[config.mk]
export PLATFORM = sky130hd
export DESIGN_NAME = load_cell_stability_detector
export DESIGN_NICKNAME = d
export VERILOG_FILES = /design/src/rtl/core/lcsd_pkg.sv /design/src/rtl/core/load_cell_stability_detector.sv /design/src/rtl/core/lcsd_cfg.sv /design/src/rtl/core/lcsd_front.sv /design/src/rtl/core/lcsd_queue.sv /design/src/rtl/core/lcsd_back.sv
export SDC_FILE = /design/constraint.sdc
export NUM_CORES = 2
export LEC_CHECK = 0
export BUFFER_PORTS_ARGS = -buffer_cell sky130_fd_sc_hd__buf_2
export CORE_MARGIN = 10
export CORE_UTILIZATION = 65
export DETAILED_ROUTE_END_ITERATION = 12
export PLACE_DENSITY = 0.83
export SLEW_MARGIN = 25
export SYNTH_ARGS = -nofsm -noshare
export SYNTH_HDL_FRONTEND = slang
export SYNTH_SLANG_ARGS = --single-unit
[constraint.sdc]
create_clock -name aclk -period 18.18 [get_ports aclk]
set_input_delay 0.909 -clock aclk [delete_from_list [all_inputs] [get_ports aclk]]
set_output_delay 0.909 -clock aclk [all_outputs]
set_load 0.01 [all_outputs]
[src/rtl/core/lcsd_pkg.sv]
`timescale 1ns / 1ps

package lcsd_pkg;

    // series geometry
    localparam int SERIES_LENGTH = 20;
    localparam int CNT_W         = $clog2(SERIES_LENGTH + 1);
    localparam int SUM_W         = 24 + $clog2(SERIES_LENGTH);

    // truncating divide by SERIES_LENGTH: reciprocal multiply, one correction step
    localparam logic [SUM_W-1:0] DIV_RECIP = SUM_W'((64'd1 << SUM_W) / SERIES_LENGTH);

    // event queue between front and back
    localparam int QUEUE_DEPTH = 4;
    localparam int QPTR_W      = $clog2(QUEUE_DEPTH);
    localparam int QCNT_W      = $clog2(QUEUE_DEPTH + 1);

    // config port
    localparam int ADDR_W = 5;
    localparam int DATA_W = 32;

    localparam logic [2:0] REG_PRESENCE_THR = 3'd0;
    localparam logic [2:0] REG_SAMPLE_TOL   = 3'd1;
    localparam logic [2:0] REG_WEIGHT_TOL   = 3'd2;
    localparam logic [2:0] REG_ABSENCE_MIN  = 3'd3;
    localparam logic [2:0] REG_ABSENCE_LIM  = 3'd4;

    localparam logic signed [23:0] PRESENCE_THR_RST = 24'sd50000;
    localparam logic [23:0]        SAMPLE_TOL_RST   = 24'd1000;
    localparam logic [23:0]        WEIGHT_TOL_RST   = 24'd50;
    localparam logic [7:0]         ABSENCE_MIN_RST  = 8'd10;
    localparam logic [7:0]         ABSENCE_LIM_RST  = 8'd100;
    localparam logic [23:0]        BEST_SPREAD_RST  = 24'd1000;

    // result status codes
    localparam logic [1:0] ST_LEFT      = 2'd0;
    localparam logic [1:0] ST_UNSTABLE  = 2'd1;
    localparam logic [1:0] ST_STABLE    = 2'd2;
    localparam logic [1:0] ST_CAME_BACK = 2'd3;

    // queue event codes
    localparam logic [1:0] EV_NONE = 2'd0;   // best restart only, no result
    localparam logic [1:0] EV_LEFT = 2'd1;
    localparam logic [1:0] EV_BACK = 2'd2;
    localparam logic [1:0] EV_DONE = 2'd3;

    typedef struct packed {
        logic signed [23:0] presence_threshold;
        logic [23:0]        dev_limit;
        logic [23:0]        stable_limit;
        logic [7:0]         absence_min;
        logic [7:0]         absence_limit;
    } cfg_t;

    typedef struct packed {
        logic [1:0]              evt;
        logic                    restart;
        logic signed [SUM_W-1:0] sum;
        logic signed [23:0]      min_val;
        logic signed [23:0]      max_val;
    } evt_t;

endpackage

[src/rtl/core/load_cell_stability_detector.sv]
`timescale 1ns / 1ps

// Load-cell stability detector. Accepts one averaged sample per clock with no gap
// while the result side keeps up. The front end tracks presence, absence and the
// running sum/min/max of a series combinationally, registering it as each sample
// is accepted, and posts one event per sample that ends a series or restarts the
// best value into a four-entry queue. The back end works events through a
// three-stage divide-by-series-length (reciprocal multiply plus one correction) and
// best tracking, whose result is registered onto the m_ port.
// A stalled result side stops the back end only; the front keeps taking samples
// until the queue is full. Configuration writes are meant for idle periods.
// Note: m_best_average / m_best_spread_out hold the best values after the
// transfer's own sample, and stay valid with the rest of the result.

module load_cell_stability_detector (
    input  logic                        aclk,
    input  logic                        aresetn,
    // config
    input  logic                        psel,
    input  logic                        penable,
    input  logic                        pwrite,
    input  logic [lcsd_pkg::ADDR_W-1:0] paddr,
    input  logic [lcsd_pkg::DATA_W-1:0] pwdata,
    output logic [lcsd_pkg::DATA_W-1:0] prdata,
    output logic                        pready,
    // samples in
    input  logic                        s_valid,
    output logic                        s_ready,
    input  logic signed [23:0]          s_sample_value,
    input  logic [23:0]                 s_sample_deviation,
    input  logic                        s_series_start,
    input  logic                        s_series_mode,
    input  logic                        s_restart_best,
    // results out
    output logic                        m_valid,
    input  logic                        m_ready,
    output logic [1:0]                  m_series_status,
    output logic signed [23:0]          m_series_average,
    output logic [23:0]                 m_series_spread,
    output logic signed [23:0]          m_best_average,
    output logic [23:0]                 m_best_spread_out
);
    import lcsd_pkg::*;

    cfg_t cfg;
    evt_t push_entry, q_head;
    logic q_push, q_pop, q_full, q_empty;

    lcsd_cfg u_cfg (
        .aclk    (aclk),
        .aresetn (aresetn),
        .psel    (psel),
        .penable (penable),
        .pwrite  (pwrite),
        .paddr   (paddr),
        .pwdata  (pwdata),
        .prdata  (prdata),
        .pready  (pready),
        .cfg     (cfg)
    );

    lcsd_front u_front (
        .aclk               (aclk),
        .aresetn            (aresetn),
        .cfg                (cfg),
        .s_valid            (s_valid),
        .s_ready            (s_ready),
        .s_sample_value     (s_sample_value),
        .s_sample_deviation (s_sample_deviation),
        .s_series_start     (s_series_start),
        .s_series_mode      (s_series_mode),
        .s_restart_best     (s_restart_best),
        .q_full             (q_full),
        .q_push             (q_push),
        .q_entry            (push_entry)
    );

    lcsd_queue u_queue (
        .aclk       (aclk),
        .aresetn    (aresetn),
        .push       (q_push),
        .push_entry (push_entry),
        .pop        (q_pop),
        .head       (q_head),
        .full       (q_full),
        .empty      (q_empty)
    );

    lcsd_back u_back (
        .aclk              (aclk),
        .aresetn           (aresetn),
        .cfg               (cfg),
        .q_head            (q_head),
        .q_empty           (q_empty),
        .q_pop             (q_pop),
        .m_valid           (m_valid),
        .m_ready           (m_ready),
        .m_series_status   (m_series_status),
        .m_series_average  (m_series_average),
        .m_series_spread   (m_series_spread),
        .m_best_average    (m_best_average),
        .m_best_spread_out (m_best_spread_out)
    );

endmodule

[src/rtl/core/lcsd_cfg.sv]
`timescale 1ns / 1ps

module lcsd_cfg (
    input  logic                       aclk,
    input  logic                       aresetn,
    input  logic                       psel,
    input  logic                       penable,
    input  logic                       pwrite,
    input  logic [lcsd_pkg::ADDR_W-1:0] paddr,
    input  logic [lcsd_pkg::DATA_W-1:0] pwdata,
    output logic [lcsd_pkg::DATA_W-1:0] prdata,
    output logic                       pready,
    output lcsd_pkg::cfg_t             cfg
);
    import lcsd_pkg::*;

    cfg_t       cfg_reg;
    logic [2:0] reg_idx;
    logic       wr_en;

    assign reg_idx = paddr[ADDR_W-1:2];
    assign wr_en   = psel & penable & pwrite;
    assign pready  = 1'b1;
    assign cfg     = cfg_reg;

    always_ff @(posedge aclk) begin
        if (!aresetn) begin
            cfg_reg.presence_threshold <= PRESENCE_THR_RST;
            cfg_reg.dev_limit          <= SAMPLE_TOL_RST;
            cfg_reg.stable_limit       <= WEIGHT_TOL_RST;
            cfg_reg.absence_min        <= ABSENCE_MIN_RST;
            cfg_reg.absence_limit      <= ABSENCE_LIM_RST;
        end else if (wr_en) begin
            case (reg_idx)
                REG_PRESENCE_THR: cfg_reg.presence_threshold <= pwdata[23:0];
                REG_SAMPLE_TOL:   cfg_reg.dev_limit          <= pwdata[23:0];
                REG_WEIGHT_TOL:   cfg_reg.stable_limit       <= pwdata[23:0];
                REG_ABSENCE_MIN:  cfg_reg.absence_min        <= pwdata[7:0];
                REG_ABSENCE_LIM:  cfg_reg.absence_limit      <= pwdata[7:0];
                default: ;
            endcase
        end
    end

    always_comb begin
        case (reg_idx)
            REG_PRESENCE_THR: prdata = {8'd0, cfg_reg.presence_threshold};
            REG_SAMPLE_TOL:   prdata = {8'd0, cfg_reg.dev_limit};
            REG_WEIGHT_TOL:   prdata = {8'd0, cfg_reg.stable_limit};
            REG_ABSENCE_MIN:  prdata = {24'd0, cfg_reg.absence_min};
            REG_ABSENCE_LIM:  prdata = {24'd0, cfg_reg.absence_limit};
            default:          prdata = '0;
        endcase
    end

endmodule

[src/rtl/core/lcsd_front.sv]
`timescale 1ns / 1ps

module lcsd_front (
    input  logic                      aclk,
    input  logic                      aresetn,
    input  lcsd_pkg::cfg_t            cfg,
    input  logic                      s_valid,
    output logic                      s_ready,
    input  logic signed [23:0]        s_sample_value,
    input  logic [23:0]               s_sample_deviation,
    input  logic                      s_series_start,
    input  logic                      s_series_mode,
    input  logic                      s_restart_best,
    input  logic                      q_full,
    output logic                      q_push,
    output lcsd_pkg::evt_t            q_entry
);
    import lcsd_pkg::*;

    logic                    active_reg, active_next;
    logic                    offset_reg, offset_next;
    logic [8:0]              absence_reg, absence_next;
    logic [CNT_W-1:0]        count_reg, count_next;
    logic signed [SUM_W-1:0] sum_reg, sum_next;
    logic signed [23:0]      min_reg, min_next;
    logic signed [23:0]      max_reg, max_next;

    logic                    accept;
    logic                    act_e, off_e;
    logic [CNT_W-1:0]        cnt_e, cnt_inc;
    logic signed [SUM_W-1:0] sum_e, sum_add;
    logic [8:0]              absence_inc;
    logic [1:0]              evt;

    assign s_ready = ~q_full;
    assign accept  = s_valid & s_ready;

    always_comb begin
        // a start clears the series before the sample is looked at
        act_e = s_series_start | active_reg;
        off_e = s_series_start ? s_series_mode : offset_reg;
        cnt_e = s_series_start ? '0 : count_reg;
        sum_e = s_series_start ? '0 : sum_reg;

        active_next  = act_e;
        offset_next  = off_e;
        absence_next = absence_reg;
        count_next   = cnt_e;
        sum_next     = sum_e;
        min_next     = s_series_start ? '0 : min_reg;
        max_next     = s_series_start ? '0 : max_reg;
        evt          = EV_NONE;

        absence_inc = absence_reg + 9'd1;
        cnt_inc     = cnt_e + CNT_W'(1);
        sum_add     = sum_e + SUM_W'(s_sample_value);

        if (act_e) begin
            if (s_sample_value < cfg.presence_threshold) begin
                if (absence_inc > {1'b0, cfg.absence_limit}) begin
                    absence_next = '0;
                    active_next  = 1'b0;
                    evt          = EV_LEFT;
                end else begin
                    absence_next = absence_inc;
                    if (absence_inc > {1'b0, cfg.absence_min}) begin
                        offset_next = 1'b1;
                    end
                end
            end else begin
                absence_next = '0;
                if (off_e) begin
                    active_next = 1'b0;
                    evt         = EV_BACK;
                end else if (s_sample_deviation <= cfg.dev_limit) begin
                    if (cnt_e == '0) begin
                        min_next = s_sample_value;
                        max_next = s_sample_value;
                    end else begin
                        if (s_sample_value < min_reg) min_next = s_sample_value;
                        if (s_sample_value > max_reg) max_next = s_sample_value;
                    end
                    sum_next   = sum_add;
                    count_next = cnt_inc;
                    if (cnt_inc == CNT_W'(SERIES_LENGTH)) begin
                        active_next = 1'b0;
                        count_next  = '0;
                        evt         = EV_DONE;
                    end
                end
            end
        end

        q_entry.evt     = evt;
        q_entry.restart = s_restart_best;
        q_entry.sum     = sum_next;
        q_entry.min_val = min_next;
        q_entry.max_val = max_next;
        q_push          = accept & (s_restart_best | (evt != EV_NONE));
    end

    always_ff @(posedge aclk) begin
        if (!aresetn) begin
            active_reg  <= 1'b0;
            offset_reg  <= 1'b0;
            absence_reg <= '0;
            count_reg   <= '0;
            sum_reg     <= '0;
            min_reg     <= '0;
            max_reg     <= '0;
        end else if (accept) begin
            active_reg  <= active_next;
            offset_reg  <= offset_next;
            absence_reg <= absence_next;
            count_reg   <= count_next;
            sum_reg     <= sum_next;
            min_reg     <= min_next;
            max_reg     <= max_next;
        end
    end

endmodule

[src/rtl/core/lcsd_queue.sv]
`timescale 1ns / 1ps

module lcsd_queue (
    input  logic           aclk,
    input  logic           aresetn,
    input  logic           push,
    input  lcsd_pkg::evt_t push_entry,
    input  logic           pop,
    output lcsd_pkg::evt_t head,
    output logic           full,
    output logic           empty
);
    import lcsd_pkg::*;

    evt_t              mem_reg [QUEUE_DEPTH];
    logic [QPTR_W-1:0] wr_ptr_reg, rd_ptr_reg;
    logic [QCNT_W-1:0] cnt_reg;

    assign full  = (cnt_reg == QCNT_W'(QUEUE_DEPTH));
    assign empty = (cnt_reg == '0);
    assign head  = mem_reg[rd_ptr_reg];

    always_ff @(posedge aclk) begin
        if (push) begin
            mem_reg[wr_ptr_reg] <= push_entry;
        end
    end

    always_ff @(posedge aclk) begin
        if (!aresetn) begin
            wr_ptr_reg <= '0;
            rd_ptr_reg <= '0;
            cnt_reg    <= '0;
        end else begin
            if (push) wr_ptr_reg <= wr_ptr_reg + QPTR_W'(1);
            if (pop)  rd_ptr_reg <= rd_ptr_reg + QPTR_W'(1);
            case ({push, pop})
                2'b10:   cnt_reg <= cnt_reg + QCNT_W'(1);
                2'b01:   cnt_reg <= cnt_reg - QCNT_W'(1);
                default: cnt_reg <= cnt_reg;
            endcase
        end
    end

endmodule

[src/rtl/core/lcsd_back.sv]
`timescale 1ns / 1ps

module lcsd_back (
    input  logic               aclk,
    input  logic               aresetn,
    input  lcsd_pkg::cfg_t     cfg,
    input  lcsd_pkg::evt_t     q_head,
    input  logic               q_empty,
    output logic               q_pop,
    output logic               m_valid,
    input  logic               m_ready,
    output logic [1:0]         m_series_status,
    output logic signed [23:0] m_series_average,
    output logic [23:0]        m_series_spread,
    output logic signed [23:0] m_best_average,
    output logic [23:0]        m_best_spread_out
);
    import lcsd_pkg::*;

    // stage 1: magnitude and spread
    logic               p1_v_reg;
    logic [1:0]         p1_evt_reg;
    logic               p1_rst_reg, p1_neg_reg;
    logic [SUM_W-1:0]   p1_abs_reg;
    logic [23:0]        p1_spread_reg;
    // stage 2: reciprocal product
    logic               p2_v_reg;
    logic [1:0]         p2_evt_reg;
    logic               p2_rst_reg, p2_neg_reg;
    logic [SUM_W-1:0]   p2_abs_reg;
    logic [2*SUM_W-1:0] p2_prod_reg;
    logic [23:0]        p2_spread_reg;
    // stage 3: corrected quotient
    logic               p3_v_reg;
    logic [1:0]         p3_evt_reg;
    logic               p3_rst_reg;
    logic signed [23:0] p3_avg_reg;
    logic [23:0]        p3_spread_reg;
    // best tracking and output
    logic signed [23:0] best_w_reg, best_w_next;
    logic [23:0]        best_s_reg, best_s_next;
    logic               m_valid_reg, m_valid_next;
    logic [1:0]         status_reg, status_next;
    logic signed [23:0] avg_out_reg;
    logic [23:0]        spread_out_reg;
    logic signed [23:0] best_avg_out_reg;
    logic [23:0]        best_spr_out_reg;

    logic               p1_rdy, p2_rdy, p3_rdy, p3_go, out_free;
    logic               head_neg;
    logic [SUM_W-1:0]   head_abs;
    logic [SUM_W-1:0]   q_est, q_times_n, rem, q_fix;
    logic [23:0]        q_mag;

    assign out_free = ~m_valid_reg | m_ready;
    assign p3_go    = p3_v_reg & ((p3_evt_reg == EV_NONE) | out_free);
    assign p3_rdy   = ~p3_v_reg | p3_go;
    assign p2_rdy   = ~p2_v_reg | p3_rdy;
    assign p1_rdy   = ~p1_v_reg | p2_rdy;
    assign q_pop    = ~q_empty & p1_rdy;

    assign head_neg = q_head.sum[SUM_W-1];
    assign head_abs = head_neg ? SUM_W'(-q_head.sum) : SUM_W'(q_head.sum);

    // estimate is low by at most one
    assign q_est     = p2_prod_reg[2*SUM_W-1:SUM_W];
    assign q_times_n = SUM_W'(q_est * SUM_W'(SERIES_LENGTH));
    assign rem       = p2_abs_reg - q_times_n;
    assign q_fix     = (rem >= SUM_W'(SERIES_LENGTH)) ? q_est + SUM_W'(1) : q_est;
    assign q_mag     = q_fix[23:0];

    always_ff @(posedge aclk) begin
        if (!aresetn) begin
            p1_v_reg <= 1'b0;
            p2_v_reg <= 1'b0;
            p3_v_reg <= 1'b0;
        end else begin
            if (p1_rdy) p1_v_reg <= q_pop;
            if (p2_rdy) p2_v_reg <= p1_v_reg;
            if (p3_rdy) p3_v_reg <= p2_v_reg;
        end
    end

    always_ff @(posedge aclk) begin
        if (q_pop) begin
            p1_evt_reg    <= q_head.evt;
            p1_rst_reg    <= q_head.restart;
            p1_neg_reg    <= head_neg;
            p1_abs_reg    <= head_abs;
            p1_spread_reg <= 24'(q_head.max_val - q_head.min_val);
        end
        if (p2_rdy && p1_v_reg) begin
            p2_evt_reg    <= p1_evt_reg;
            p2_rst_reg    <= p1_rst_reg;
            p2_neg_reg    <= p1_neg_reg;
            p2_abs_reg    <= p1_abs_reg;
            p2_prod_reg   <= p1_abs_reg * DIV_RECIP;
            p2_spread_reg <= p1_spread_reg;
        end
        if (p3_rdy && p2_v_reg) begin
            p3_evt_reg    <= p2_evt_reg;
            p3_rst_reg    <= p2_rst_reg;
            p3_avg_reg    <= p2_neg_reg ? -q_mag : q_mag;
            p3_spread_reg <= p2_spread_reg;
        end
    end

    always_comb begin
        best_w_next  = best_w_reg;
        best_s_next  = best_s_reg;
        m_valid_next = m_valid_reg & ~m_ready;
        status_next  = ST_LEFT;
        if (p3_rst_reg) begin
            best_w_next = '0;
            best_s_next = cfg.dev_limit;
        end
        case (p3_evt_reg)
            EV_LEFT: status_next = ST_LEFT;
            EV_BACK: status_next = ST_CAME_BACK;
            EV_DONE: begin
                status_next = (p3_spread_reg < cfg.stable_limit) ? ST_STABLE : ST_UNSTABLE;
                if (p3_spread_reg < best_s_next) begin
                    best_w_next = p3_avg_reg;
                    best_s_next = p3_spread_reg;
                end
            end
            default: status_next = ST_LEFT;
        endcase
        if (p3_go && p3_evt_reg != EV_NONE) begin
            m_valid_next = 1'b1;
        end
    end

    always_ff @(posedge aclk) begin
        if (!aresetn) begin
            best_w_reg  <= '0;
            best_s_reg  <= BEST_SPREAD_RST;
            m_valid_reg <= 1'b0;
        end else begin
            m_valid_reg <= m_valid_next;
            if (p3_go) begin
                best_w_reg <= best_w_next;
                best_s_reg <= best_s_next;
            end
        end
    end

    always_ff @(posedge aclk) begin
        if (p3_go && p3_evt_reg != EV_NONE) begin
            status_reg       <= status_next;
            avg_out_reg      <= (p3_evt_reg == EV_DONE) ? p3_avg_reg : '0;
            spread_out_reg   <= (p3_evt_reg == EV_DONE) ? p3_spread_reg : '0;
            best_avg_out_reg <= best_w_next;
            best_spr_out_reg <= best_s_next;
        end
    end

    assign m_valid           = m_valid_reg;
    assign m_series_status   = status_reg;
    assign m_series_average  = avg_out_reg;
    assign m_series_spread   = spread_out_reg;
    // best values are those current when the result was formed
    assign m_best_average    = best_avg_out_reg;
    assign m_best_spread_out = best_spr_out_reg;

endmodule

==> run_results.csv <==
group,metric,value,unit
drt,vias,40100,
die,rows,106,
logic_synthesis,synth_top_area_share,0.332,
place,post-place-ws,8.28,ns
sta,min_period_over_period,0.558,
clock_tree,cts_buffers,85,
setup_path,cp-end-kind,"flop",
sta,fin_crit,10.14,ns
min_path,hp-class,"flop to flop",
status,status,"finished, final reports clean",
final_layout,area_growth,8.99,%
sta,final-hold-violation-count,0,
logic_synthesis,synth_area_leaders,"edfxtp_1 (33%), ha_1 (12%), fa_1 (10%), dfxtp_1 (8.8%), inv_1 (4.4%)",
setup_path,worstPathRequired,18.56,ns
logic_synthesis,synth-main-ff-cell,"edfxtp_1",
clock_tree,clk_latency,0.65,ns
logic_synthesis,yosys_warnings,0,
logic_synthesis,synth-edff-count,606,
logic_synthesis,ys_seq_elements,848,
drt,wl_per_cell,23.3,um
setup_path,crit_path_max_fanout,22,
logic_synthesis,synth_largest_area_cell,"edfxtp_1",
global_route,grt_overflow_total,0,
drt,wirelength,147000,um
setup_path,cp_slowest_stage_delay,0.70,ns
logic_synthesis,synth_area_per_cell,10.9,um^2
sta,finalSetupTns,0,ns
logic_synthesis,yosysUniqueCellTypes,100,
drt,drt_iter0_drc,4720,
drt,viasPerCell,6.35,
setup_path,worstSetupStartpointType,"flop",
drt,ant_nets,0,
final_layout,drive_gt1_frac,0.103,
die,die_w,310,um
sta,clock_skew,0.0300,ns
drt,firstDrtPassIters,6,
logic_synthesis,ys_top_cells_by_count,"inv_1 (646), edfxtp_1 (606), ha_1 (530), nand2_1 (374), nor2_1 (299)",
clock_tree,post-cts-setup-buffer-count,0,
setup_path,crit_slowest_cell,"nand3_1",
clock_tree,cts.sinks,848,
logic_synthesis,syn_area,54800,um^2
place,gp_congestion,0.976,
final_layout,fill_cells,5679,
clock_tree,cts-root-buf,"clkbuf_16",
clock_tree,path_clk_slew,0.06,ns
place,hpwl,109000,um
clock_tree,cts_hold_buf,0,
flow_run,drv_cap,0,
clock_tree,ctsResizeCount,0,
die,dieArea,96300,um^2
logic_synthesis,yosysMostFrequentCell,"inv_1",
global_route,grt_pass1_wl,226000,um
global_route,grtUsageMet2,0.472,
global_route,grt_max_degree,81,
sta,maxSlewHeadroom,0.229,
final_layout,final_util,0.714,
die,core_area,83600,um^2
sta,setup_viol,0,
sta,tightestPinTransition,1.15,ns
sta,rsz0062_at_grt,"false",
global_route,grt_pass1_vias,39400,
global_route,grt_usage,0.303,
drt,route.detailed.drc,0,
die,fp.dieH,310,um
place,port_buffers,208,
final_layout,nNetsFinal,6054,
global_route,grt_use_met1,0.421,
logic_synthesis,async_flop_share,0,
die,ios,228,
global_route,grt_busiest_layer,"met2",
logic_synthesis,yosysSeqAreaShare,0.421,
clock_tree,cts_tree,"done",
final_layout,largest_register_ffs,320,
clock_tree,htreeDepth,3,
sta,maxSlewViolCount,0,
sta,worst_slack,8.04,ns
clock_tree,clk_path_buf_depth,3,
global_route,gr-usage-met3,0.0666,
die,initial_core_util,0.655,
setup_path,arrival,10.52,ns
logic_synthesis,postSynthCellCount,5008,
sta,fmax,98.6,MHz
global_route,antenna_found_initial,12,
setup_path,critical_path_class,"flop to flop",
cell usage in the layout, fill, tap and decap left out, types with 14 or more instances in the layout:
cell type  instances
clkbuf_16         88
dfxtp_1          240
a211oi_1          32
edfxtp_1         606
inv_1            644
a31oi_1           14
xnor2_1           95
buf_4             42
nand2_1          374
o311ai_0          18
clkbuf_1          24
nor3_1            59
nand3_1          120
mux4_2            78
a22o_1            63
o21a_1            46
o22ai_1           14
nor2b_1           81
ha_1             530
and2_1            19
fa_1             275
nand2b_1          45
nand4_1           55
buf_2            208
nand3b_1          31
and3_1            70
a22oi_1           20
o31ai_1           30
or3_1             19
a21o_1            83
o21ai_0          145
a21oi_1          292
mux2i_1           83
clkinv_2          15
o211ai_1          26
nor2_1           296
xor2_1            74
or4_1             22
final timing paths:
check	start	end	slack (ns)	depth (start not counted)
max reg2reg	u_back.p2_prod_reg[32]	u_back.p3_avg_reg[14]	8.04	37
min reg2reg	u_back.p1_spread_reg[23]	u_back.p2_spread_reg[23]	0.41	0
max	u_back.p2_prod_reg[32]	u_back.p3_avg_reg[14]	8.04	37
min	u_back.p1_spread_reg[23]	u_back.p2_spread_reg[23]	0.41	0
cells by family after synthesis:
kind of cell             Yosys count  share of synthesized area
AND/OR/NAND/NOR                 1250                      0.111
flip-flops                       848                      0.421
AO/OA/AOI/OAI                    918                      0.111
other                              2                   0.000137
buffers and inverters            845                     0.0591
adder cells (fa/ha/maj)          805                      0.222
multiplexers                     170                     0.0492
XOR/XNOR                         170                     0.0275
through the flow:
stage,std cells,hold WS [ns],area (um^2)
3_5_place_dp,6146,0.405,56800
5_1_grt,6306,0.423,59700
6_report,6310,0.413,59700
4_1_cts,6305,0.412,59700
2_1_floorplan,5015,0.400,54800
3_3_place_gp,6146,0.400,56800
critical path, delay by kind of cell, from the launching register on:
family                     cells  cell delay (ns)
AOI/OAI and AO/OA             14             3.24
and+or+nand+nor               12             2.92
adders and majority gates      5             1.48
xor gates and xnor gates       3             0.92
muxes                          2             0.64
DFF                            1             0.59
buffers and inverters          1             0.07
area by class of cell:
type | count | area, um^2 | area share
Multi-Input combinational cell | 3322 | 28600 | 0.479
Inverter | 646 | 2430 | 0.0407
Tap cell | 1080 | 1350 | 0.0226
Sequential cell | 848 | 23000 | 0.386
Clock buffer | 119 | 2390 | 0.0400
Clock inverter | 40 | 483 | 0.00809
Timing Repair Buffer | 251 | 1370 | 0.0229
Antenna cell | 4 | 10.0 | 0.000168
per-layer routing:
metal	vias to the layer above	routed length (um)
li1	18000	-
met1	19500	58700
met2	2176	66400
met3	405	16100
met4	12	5430
met5	-	82
Power is left out: the tool's default activity adds up to more than one toggle a clock period on the data nets, which glitch-free logic cannot reach.
